## config.mk

```make
export PLATFORM = sky130hd
export DESIGN_NAME = lru_page_replacement
export DESIGN_NICKNAME = d
export VERILOG_FILES = /design/src/rtl/lpr_pkg.sv /design/src/rtl/lpr_ctrl.sv /design/src/rtl/lpr_datapath.sv /design/src/rtl/lru_page_replacement.sv
export SDC_FILE = /design/constraint.sdc
export NUM_CORES = 1
export LEC_CHECK = 0
export BUFFER_PORTS_ARGS = -buffer_cell sky130_fd_sc_hd__buf_2
export CAP_MARGIN = 20
export CORE_AREA = 2 2 125 127
export DETAILED_ROUTE_END_ITERATION = 7
export DIE_AREA = 0 0 127 129
export PLACE_DENSITY = 0.79
export SLEW_MARGIN = 10
export SYNTH_ARGS = -nofsm -noshare
export SYNTH_HDL_FRONTEND = slang
export SYNTH_SLANG_ARGS = --single-unit
```

## constraint.sdc

```tcl
create_clock -name clk -period 7.2 [get_ports clk]
set_input_delay 1.44 -clock clk [delete_from_list [all_inputs] [get_ports clk]]
set_output_delay 1.44 -clock clk [all_outputs]
set_load 0.01 [all_outputs]
```

## src/rtl/lpr_pkg.sv

```systemverilog
// ----------------------------------------------------------------------------
// lpr_pkg
// Shared types and constants for the LRU page replacement block: controller
// states, controller-to-datapath commands and the fixed field widths.
// ----------------------------------------------------------------------------
`default_nettype none

package lpr_pkg;

  // fixed field widths of the transaction ports
  localparam int unsigned PAGE_PORT_W = 16;
  localparam int unsigned FRAME_IDX_W = 2;
  localparam int unsigned FAULT_W     = 32;
  localparam int unsigned CFG_W       = 3;

  // frames_in_use after reset
  localparam logic [CFG_W-1:0]   CFG_RESET = 3'd3;
  // saturation value of the fault counter
  localparam logic [FAULT_W-1:0] FAULT_MAX = '1;

  // controller states
  typedef enum logic [0:0] {
    ST_IDLE,
    ST_EXEC
  } ctl_state_t;

  // commands from controller to datapath
  typedef struct packed {
    logic capture;    // register the incoming reference
    logic execute;    // lookup, replace and form the result
    logic cfg_write;  // load frames_in_use
  } dp_cmd_t;

endpackage

`default_nettype wire

```

## src/rtl/lpr_ctrl.sv

```systemverilog
// ----------------------------------------------------------------------------
// lpr_ctrl
// Controller: takes a reference when idle, runs one execute cycle for it and
// gates configuration writes to idle time.
// ----------------------------------------------------------------------------
`default_nettype none

module lpr_ctrl (
  input  wire logic            clk,
  input  wire logic            rst_n,
  input  wire logic            start,
  input  wire logic            cfg_valid,
  output logic                 busy,
  output lpr_pkg::dp_cmd_t     cmd
);

  lpr_pkg::ctl_state_t state_r;
  lpr_pkg::ctl_state_t state_nxt;

  // state register
  always_ff @(posedge clk) begin
    if (!rst_n) begin
      state_r <= lpr_pkg::ST_IDLE;
    end else begin
      state_r <= state_nxt;
    end
  end

  // next state and commands
  always_comb begin
    state_nxt     = state_r;
    busy          = 1'b0;
    cmd.capture   = 1'b0;
    cmd.execute   = 1'b0;
    cmd.cfg_write = 1'b0;
    case (state_r)
      lpr_pkg::ST_IDLE: begin
        cmd.cfg_write = cfg_valid;
        if (start) begin
          cmd.capture = 1'b1;
          state_nxt   = lpr_pkg::ST_EXEC;
        end
      end
      lpr_pkg::ST_EXEC: begin
        busy        = 1'b1;
        cmd.execute = 1'b1;
        state_nxt   = lpr_pkg::ST_IDLE;
      end
      default: begin
        state_nxt = lpr_pkg::ST_IDLE;
      end
    endcase
  end

  // a captured reference is executed in the very next cycle
  a_capture_then_exec: assert property (@(posedge clk) disable iff (!rst_n)
    cmd.capture |=> cmd.execute)
    else $error("captured reference not executed");

  // execute lasts a single cycle
  a_exec_one_cycle: assert property (@(posedge clk) disable iff (!rst_n)
    cmd.execute |=> !cmd.execute)
    else $error("execute held for more than one cycle");

endmodule

`default_nettype wire

```

## src/rtl/lpr_datapath.sv

```systemverilog
// ----------------------------------------------------------------------------
// lpr_datapath
// Frame table, recency ranks, fault counter and result registers. In the
// execute cycle all active frames are compared in parallel, the slot is
// picked (hit, first empty, or oldest rank) and the table is updated.
// ----------------------------------------------------------------------------
`default_nettype none

module lpr_datapath #(
  parameter int unsigned FRAMES    = 4,
  parameter int unsigned PAGE_BITS = 16
) (
  input  wire logic                                clk,
  input  wire logic                                rst_n,
  input  wire lpr_pkg::dp_cmd_t                    cmd,
  input  wire logic [lpr_pkg::PAGE_PORT_W-1:0]     in_page,
  input  wire logic                                in_end_of_run,
  input  wire logic [lpr_pkg::CFG_W-1:0]           cfg_frames_in_use,
  output logic                                     out_valid,
  output logic                                     out_hit,
  output logic [lpr_pkg::FRAME_IDX_W-1:0]          out_frame_used,
  output logic                                     out_evicted_valid,
  output logic [lpr_pkg::PAGE_PORT_W-1:0]          out_evicted_page,
  output logic [lpr_pkg::FAULT_W-1:0]              out_fault_total,
  output logic                                     out_run_done
);

  localparam int unsigned SW = $clog2(FRAMES);
  localparam int unsigned RW = $clog2(FRAMES);
  localparam logic [RW-1:0] RANK_MAX = RW'(FRAMES - 1);

  // configuration and captured reference
  logic [lpr_pkg::CFG_W-1:0] frames_r;
  logic [PAGE_BITS-1:0]      page_r;
  logic                      eor_r;

  // frame table
  logic [PAGE_BITS-1:0]      frame_page_r  [FRAMES];
  logic [PAGE_BITS-1:0]      frame_page_nxt[FRAMES];
  logic [FRAMES-1:0]         frame_valid_r;
  logic [FRAMES-1:0]         frame_valid_nxt;
  logic [RW-1:0]             rank_r  [FRAMES];
  logic [RW-1:0]             rank_nxt[FRAMES];
  logic [lpr_pkg::FAULT_W-1:0] fault_cnt_r;
  logic [lpr_pkg::FAULT_W-1:0] fault_cnt_nxt;

  // result registers
  logic                              out_valid_r;
  logic                              out_hit_r;
  logic [lpr_pkg::FRAME_IDX_W-1:0]   out_frame_r;
  logic                              out_ev_valid_r;
  logic [lpr_pkg::PAGE_PORT_W-1:0]   out_ev_page_r;
  logic [lpr_pkg::FAULT_W-1:0]       out_fault_r;
  logic                              out_done_r;

  // lookup signals
  logic [FRAMES-1:0] active;
  logic [FRAMES-1:0] match;
  logic [FRAMES-1:0] empty;
  logic              found;
  logic              has_empty;
  logic [SW-1:0]     hit_slot;
  logic [SW-1:0]     empty_slot;
  logic [SW-1:0]     victim;
  logic [SW-1:0]     slot;
  logic [RW-1:0]     hit_rank;
  logic              ev_valid;
  logic [lpr_pkg::PAGE_PORT_W-1:0] ev_page;

  // compare, pick the slot
  always_comb begin
    found      = 1'b0;
    has_empty  = 1'b0;
    hit_slot   = '0;
    empty_slot = '0;
    victim     = '0;
    for (int i = 0; i < FRAMES; i++) begin
      active[i] = (i == 0) || (32'(i) < 32'(frames_r));
      match[i]  = active[i] && frame_valid_r[i] && (frame_page_r[i] == page_r);
      empty[i]  = active[i] && !frame_valid_r[i];
    end
    // lowest index wins: scan from the top down
    for (int i = FRAMES - 1; i >= 0; i--) begin
      if (match[i]) begin
        found    = 1'b1;
        hit_slot = SW'(i);
      end
      if (empty[i]) begin
        has_empty  = 1'b1;
        empty_slot = SW'(i);
      end
    end
    // oldest active rank, lowest index on a tie
    for (int i = 1; i < FRAMES; i++) begin
      if (active[i] && (rank_r[i] > rank_r[victim])) begin
        victim = SW'(i);
      end
    end
    if (found) begin
      slot = hit_slot;
    end else if (has_empty) begin
      slot = empty_slot;
    end else begin
      slot = victim;
    end
    hit_rank = rank_r[slot];
    ev_valid = !found && !has_empty;
    ev_page  = ev_valid ? lpr_pkg::PAGE_PORT_W'(frame_page_r[slot]) : '0;
  end

  // table and counter update
  always_comb begin
    for (int i = 0; i < FRAMES; i++) begin
      frame_page_nxt[i]  = frame_page_r[i];
      frame_valid_nxt[i] = frame_valid_r[i];
      rank_nxt[i]        = rank_r[i];
      if (SW'(i) == slot) begin
        rank_nxt[i] = '0;
        if (!found) begin
          frame_page_nxt[i]  = page_r;
          frame_valid_nxt[i] = 1'b1;
        end
      end else if (active[i] && frame_valid_r[i] && (!found || (rank_r[i] < hit_rank))
                   && (rank_r[i] < RANK_MAX)) begin
        rank_nxt[i] = rank_r[i] + 1'b1;
      end
    end
    if (found || (fault_cnt_r == lpr_pkg::FAULT_MAX)) begin
      fault_cnt_nxt = fault_cnt_r;
    end else begin
      fault_cnt_nxt = fault_cnt_r + 1'b1;
    end
  end

  // configuration register
  always_ff @(posedge clk) begin
    if (!rst_n) begin
      frames_r <= lpr_pkg::CFG_RESET;
    end else if (cmd.cfg_write) begin
      frames_r <= cfg_frames_in_use;
    end
  end

  // captured reference
  always_ff @(posedge clk) begin
    if (cmd.capture) begin
      page_r <= PAGE_BITS'(in_page);
      eor_r  <= in_end_of_run;
    end
  end

  // frame pages hold no reset, only valid frames are ever read
  always_ff @(posedge clk) begin
    if (cmd.execute) begin
      for (int i = 0; i < FRAMES; i++) begin
        frame_page_r[i] <= frame_page_nxt[i];
      end
    end
  end

  // valid bits, ranks and fault counter; end of run clears them
  always_ff @(posedge clk) begin
    if (!rst_n) begin
      frame_valid_r <= '0;
      fault_cnt_r   <= '0;
      for (int i = 0; i < FRAMES; i++) begin
        rank_r[i] <= '0;
      end
    end else if (cmd.execute) begin
      if (eor_r) begin
        frame_valid_r <= '0;
        fault_cnt_r   <= '0;
        for (int i = 0; i < FRAMES; i++) begin
          rank_r[i] <= '0;
        end
      end else begin
        frame_valid_r <= frame_valid_nxt;
        fault_cnt_r   <= fault_cnt_nxt;
        for (int i = 0; i < FRAMES; i++) begin
          rank_r[i] <= rank_nxt[i];
        end
      end
    end
  end

  // result strobe
  always_ff @(posedge clk) begin
    if (!rst_n) begin
      out_valid_r <= 1'b0;
    end else begin
      out_valid_r <= cmd.execute;
    end
  end

  // result payload
  always_ff @(posedge clk) begin
    if (cmd.execute) begin
      out_hit_r      <= found;
      out_frame_r    <= lpr_pkg::FRAME_IDX_W'(slot);
      out_ev_valid_r <= ev_valid;
      out_ev_page_r  <= ev_page;
      out_fault_r    <= fault_cnt_nxt;
      out_done_r     <= eor_r;
    end
  end

  assign out_valid         = out_valid_r;
  assign out_hit           = out_hit_r;
  assign out_frame_used    = out_frame_r;
  assign out_evicted_valid = out_ev_valid_r;
  assign out_evicted_page  = out_ev_page_r;
  assign out_fault_total   = out_fault_r;
  assign out_run_done      = out_done_r;

  // every strobe comes from exactly one execute cycle
  a_strobe_from_exec: assert property (@(posedge clk) disable iff (!rst_n)
    $past(rst_n) |-> (out_valid_r == $past(cmd.execute)))
    else $error("result strobe without matching execute");

  // an eviction only happens on a fault
  a_evict_on_miss: assert property (@(posedge clk) disable iff (!rst_n)
    out_valid_r && out_ev_valid_r |-> !out_hit_r && (out_fault_r != '0))
    else $error("eviction reported on a hit");

  // within a run the fault counter never goes down
  a_count_monotonic: assert property (@(posedge clk) disable iff (!rst_n)
    cmd.execute && !eor_r |=> fault_cnt_r >= $past(fault_cnt_r))
    else $error("fault counter decreased within a run");

endmodule

`default_nettype wire

```

## src/rtl/lru_page_replacement.sv

```systemverilog
// ----------------------------------------------------------------------------
// lru_page_replacement
// Fully associative LRU page-frame tracker. Each reference is looked up in
// all active frames; a hit refreshes the frame, a miss fills the first empty
// frame or evicts the least recently used one and counts a fault.
//
//   channel  ports                                   handshake
//   -------  --------------------------------------  ------------------------
//   input    in_page, in_end_of_run                  start & !busy
//   result   out_hit, out_frame_used, out_evicted_*, out_valid, one cycle
//            out_fault_total, out_run_done
//   config   cfg_frames_in_use                       cfg_valid & cfg_ready
//
// The accept cycle registers a reference and the next cycle does the parallel
// compare, victim pick and table update in one pass. The result strobe is
// registered from the execute cycle, and start may be accepted again in the
// same cycle as the strobe; busy holds off new references during execute.
// Reset (synchronous, rst_n low) empties all frames, clears the fault count
// and sets frames_in_use to 3; no clearing pass is needed.
// The result receiver cannot stall; config writes are taken only when idle.
// ----------------------------------------------------------------------------
`default_nettype none

module lru_page_replacement #(
  parameter int unsigned FRAMES    = 4,
  parameter int unsigned PAGE_BITS = 16
) (
  input  wire logic                             clk,
  input  wire logic                             rst_n,
  // input transaction
  input  wire logic                             start,
  output logic                                  busy,
  input  wire logic [lpr_pkg::PAGE_PORT_W-1:0]  in_page,
  input  wire logic                             in_end_of_run,
  // configuration
  input  wire logic                             cfg_valid,
  output logic                                  cfg_ready,
  input  wire logic [lpr_pkg::CFG_W-1:0]        cfg_frames_in_use,
  // result transaction
  output logic                                  out_valid,
  output logic                                  out_hit,
  output logic [lpr_pkg::FRAME_IDX_W-1:0]       out_frame_used,
  output logic                                  out_evicted_valid,
  output logic [lpr_pkg::PAGE_PORT_W-1:0]       out_evicted_page,
  output logic [lpr_pkg::FAULT_W-1:0]           out_fault_total,
  output logic                                  out_run_done
);

  lpr_pkg::dp_cmd_t cmd;

  // controller
  lpr_ctrl u_ctrl (
    .clk       (clk),
    .rst_n     (rst_n),
    .start     (start),
    .cfg_valid (cfg_valid),
    .busy      (busy),
    .cmd       (cmd)
  );

  assign cfg_ready = !busy;

  // datapath
  lpr_datapath #(
    .FRAMES    (FRAMES),
    .PAGE_BITS (PAGE_BITS)
  ) u_datapath (
    .clk               (clk),
    .rst_n             (rst_n),
    .cmd               (cmd),
    .in_page           (in_page),
    .in_end_of_run     (in_end_of_run),
    .cfg_frames_in_use (cfg_frames_in_use),
    .out_valid         (out_valid),
    .out_hit           (out_hit),
    .out_frame_used    (out_frame_used),
    .out_evicted_valid (out_evicted_valid),
    .out_evicted_page  (out_evicted_page),
    .out_fault_total   (out_fault_total),
    .out_run_done      (out_run_done)
  );

endmodule

`default_nettype wire

```

==> out/summary.txt <==
status = complete, no violations
final net count = 857
GRT overflow = 0
Area Growth Syn to Fin = 13.7%
setup_tns = 0 ns
CTS tree = done
# port buffers = 79
mapped cell area = 0.00882 mm²
detailed placement HPWL = 14.2 mm
wirelength, routed = 20.6 mm
Syn Nets = 787
MaxCap Viol Count = 0
Worst path max stage delay = 0.67 ns
WP data arrival = 6.00 ns
Cell Pwr Density = 232 mW/mm²
Starting Density = 58.9%
CTS Sinks = 183
synth cell count leaders = edfxtp_1 (140), nand2_1 (75), xnor2_1 (67), dfxtp_1 (43), mux2i_1 (40)
RSZ-0062 raised after global routing = no
Yosys top cell by area = edfxtp_1
num rows = 45
pin count of the biggest net entering global routing = 58
Setup Viol. Count Final = 0
clock buffer count from CTS = 17
post-CTS setup buffers = 0
vias per inst = 6.13
Die Span Y = 129 µm
post_cts resized = 0
initial DRC count = 587
ANT nets after route = 0
VDD IR-drop max = 0.158 mV
Most common cell on crit path = ha_1
cell family with most CP delay = compound AO/OA/AOI/OAI gates
drt first pass iters = 5
fin util = 67.0%
die area = 0.0164 mm²
vias = 6,276
core area = 0.0150 mm²
H-tree Lvls = 4
worst-path fanout max = 6
I/O pin count = 80
area share of the largest cell type after synthesis = 47.7%
cts hold-fix bufs = 0
Post-synth EDFFs = 140
fin crit period = 5.93 ns
final RePlAce weighted congestion = 0.902
Main synth FF type = edfxtp_1
average size of a mapped cell = 11.7 µm²
initial antenna violation count = 0
post-synth cell types = 60
Least-Margin Pin Slew = 0.978 ns
Post-synth ARST share = 0%
top-count cell post-synth = edfxtp_1
Syn Inst Count = 752
Skew-Pair Late Insertion Delay = 0.43 ns
WL/cell = 20.1 µm
share of cells above drive strength 1 = 16.6%
main area contributors after synthesis = edfxtp_1 (48%), dfxtp_1 (9.8%), xnor2_1 (6.7%)
dpl cell area = 0.00939 mm²
Clock Root Buffer = clkbuf_16
final period utilization = 82.4%
element type at the critical path start = flip-flop
Die Wd = 127 µm
HP Class = reg -> reg
clock slew at reported path FFs = 0.07 ns
#FFs+latches synth = 183
WP data required = 7.26 ns
Worst slew margin = 34.6%
post-route design area = 0.0100 mm²
vias in the first global route = 6,280
GRT Total Usage = 26.1%
DRC Markers = 0
Fmax = 169 MHz
worst path cell trace = inv_1 -> ha_1 -> nor2b_1 -> o221ai_1 -> mux2i_1 -> ha_1 -> nor2b_1 -> o211ai_1 -> mux2_2 -> ha_1 -> nand2_1 -> o211ai_1 -> nand2_1 -> o311ai_2 -> a21oi_4 -> o31ai_1 -> a22oi_1 -> o31ai_1 -> a21boi_0 -> o41ai_1
Worst Skew = 0.00998 ns
post-synthesis sequential area ratio = 57.4%
ANT cells = 0
Max Slew Vio Count = 0
Setup WS pre-CTS = 1.15 ns
crit path kind = reg -> reg
yosys warns = 0
Worst Slack Setup Final = 1.27 ns
slowest cell on the critical path = o31ai_1
Leakage Power = 3.65 nW
first-pass GRT wire length = 32.9 mm
Crit. End Element = flip-flop
Hold Vio Cnt, Final = 0
CTS Buffer Depth = 2
WP buf/inv = 1
[cell usage in the layout, fill, tap and decap left out, types with 4 or more instances in the layout]
master,synthesis,final
nand4_1,22,22
nand3_1,16,16
nor3_1,12,10
o31ai_1,9,9
o21ai_0,27,27
mux2i_1,40,40
inv_1,11,11
dfxtp_1,43,42
clkbuf_16,0,17
and3_1,29,29
bufinv_16,0,4
a21boi_0,4,4
xor2_1,28,28
nand2b_1,6,6
inv_6,0,5
a21o_1,5,5
and4_1,6,6
xnor2_1,67,67
nor2b_1,23,23
a31oi_1,4,4
a22o_1,7,7
ha_1,11,11
or3_1,8,8
buf_4,1,11
and2_1,9,8
nor4_1,13,11
buf_2,7,79
a21oi_1,12,12
o21a_1,7,7
edfxtp_1,140,140
nor2_1,31,31
a22oi_1,9,9
nand2_1,75,75
[logic make-up (layout without fill, tap and decap cells)]
family          count (synthesis)  count (layout)  synth area share, %
simple gates                  263             263                 15.8
flops                         183             183                 57.4
compound gates                103             103                 8.14
xor+xnor                       95              95                 9.43
buf+inv                        51             134                 2.40
mux                            43              43                 4.92
fa+ha+maj                      14              14                 1.92
[final timing paths]
kind                                     end  slack, ns                        from  cells after the start
setup / recovery     u_datapath.rank_r[1][1]       1.27     u_datapath.rank_r[0][1]                     20
setup reg to reg     u_datapath.rank_r[1][1]       1.27     u_datapath.rank_r[0][1]                     20
hold / removal    u_datapath.fault_cnt_r[23]       0.51  u_datapath.fault_cnt_r[23]                      2
hold reg to reg   u_datapath.fault_cnt_r[23]       0.51  u_datapath.fault_cnt_r[23]                      2
[power by group]
part           total (mW)  internal, mW  switching (mW)
clock network       0.981         0.584           0.397
registers            1.19          1.16          0.0302
logic               0.157        0.0628          0.0947
total                2.33          1.81           0.522
[worst reg2reg max path, cell delays in order (launching register included)]
cell	delay, ns
edfxtp_1	0.48
inv_1	0.15
ha_1	0.26
nor2b_1	0.14
o221ai_1	0.32
mux2i_1	0.30
ha_1	0.28
nor2b_1	0.15
o211ai_1	0.30
mux2_2	0.38
ha_1	0.27
nand2_1	0.05
o211ai_1	0.09
nand2_1	0.11
o311ai_2	0.45
a21oi_4	0.16
o31ai_1	0.67
a22oi_1	0.23
o31ai_1	0.23
a21boi_0	0.11
o41ai_1	0.46
[flip-flops by register name, indices dropped and copies added (netlist names), 2 cells and up]
signal / flops
u_datapath.out_frame_used: 2
u_datapath.fault_cnt_r: 32
u_datapath.frame_valid_r: 4
u_datapath.rank_r: 8
u_datapath.frames_r: 3
u_datapath.frame_page_r: 64
u_datapath.out_fault_total: 32
u_datapath.out_evicted_page: 16
u_datapath.page_r: 16
[layout make-up]
| class | count | area (µm²) |
|---|---|---|
| multi-input combinational | 518 | 3570 |
| timing repair buffer | 91 | 493 |
| inverter | 11 | 41.3 |
| sequential | 183 | 5070 |
| clock buffer | 18 | 429 |
| tap | 188 | 235 |
| fill | 1079 | 4950 |
| clock inverter | 14 | 193 |
[metrics by stage]
stage / total power, mW / instances / hold slack (ns)
floorplan: 1.31 / 752 / 0.424
global placement: 1.36 / 990 / 0.482
detailed placement: 1.37 / 990 / 0.498
CTS: 2.34 / 1022 / 0.513
global route: 2.40 / 1023 / 0.542
finish: 2.33 / 1023 / 0.507
[routing by layer]
metal  wire [µm]  part of all wire [%]  up-vias  GRT usage, %
met1        8400                    41     3071          32.1
met2       10300                    50      248          44.9
met4         705                   3.4        0          13.1
met3        1140                   5.5       51          4.66
met5           0                     0        -             0
li1            -                     -     2906             -
No activity file was read; power rests on OpenSTA's default activity.
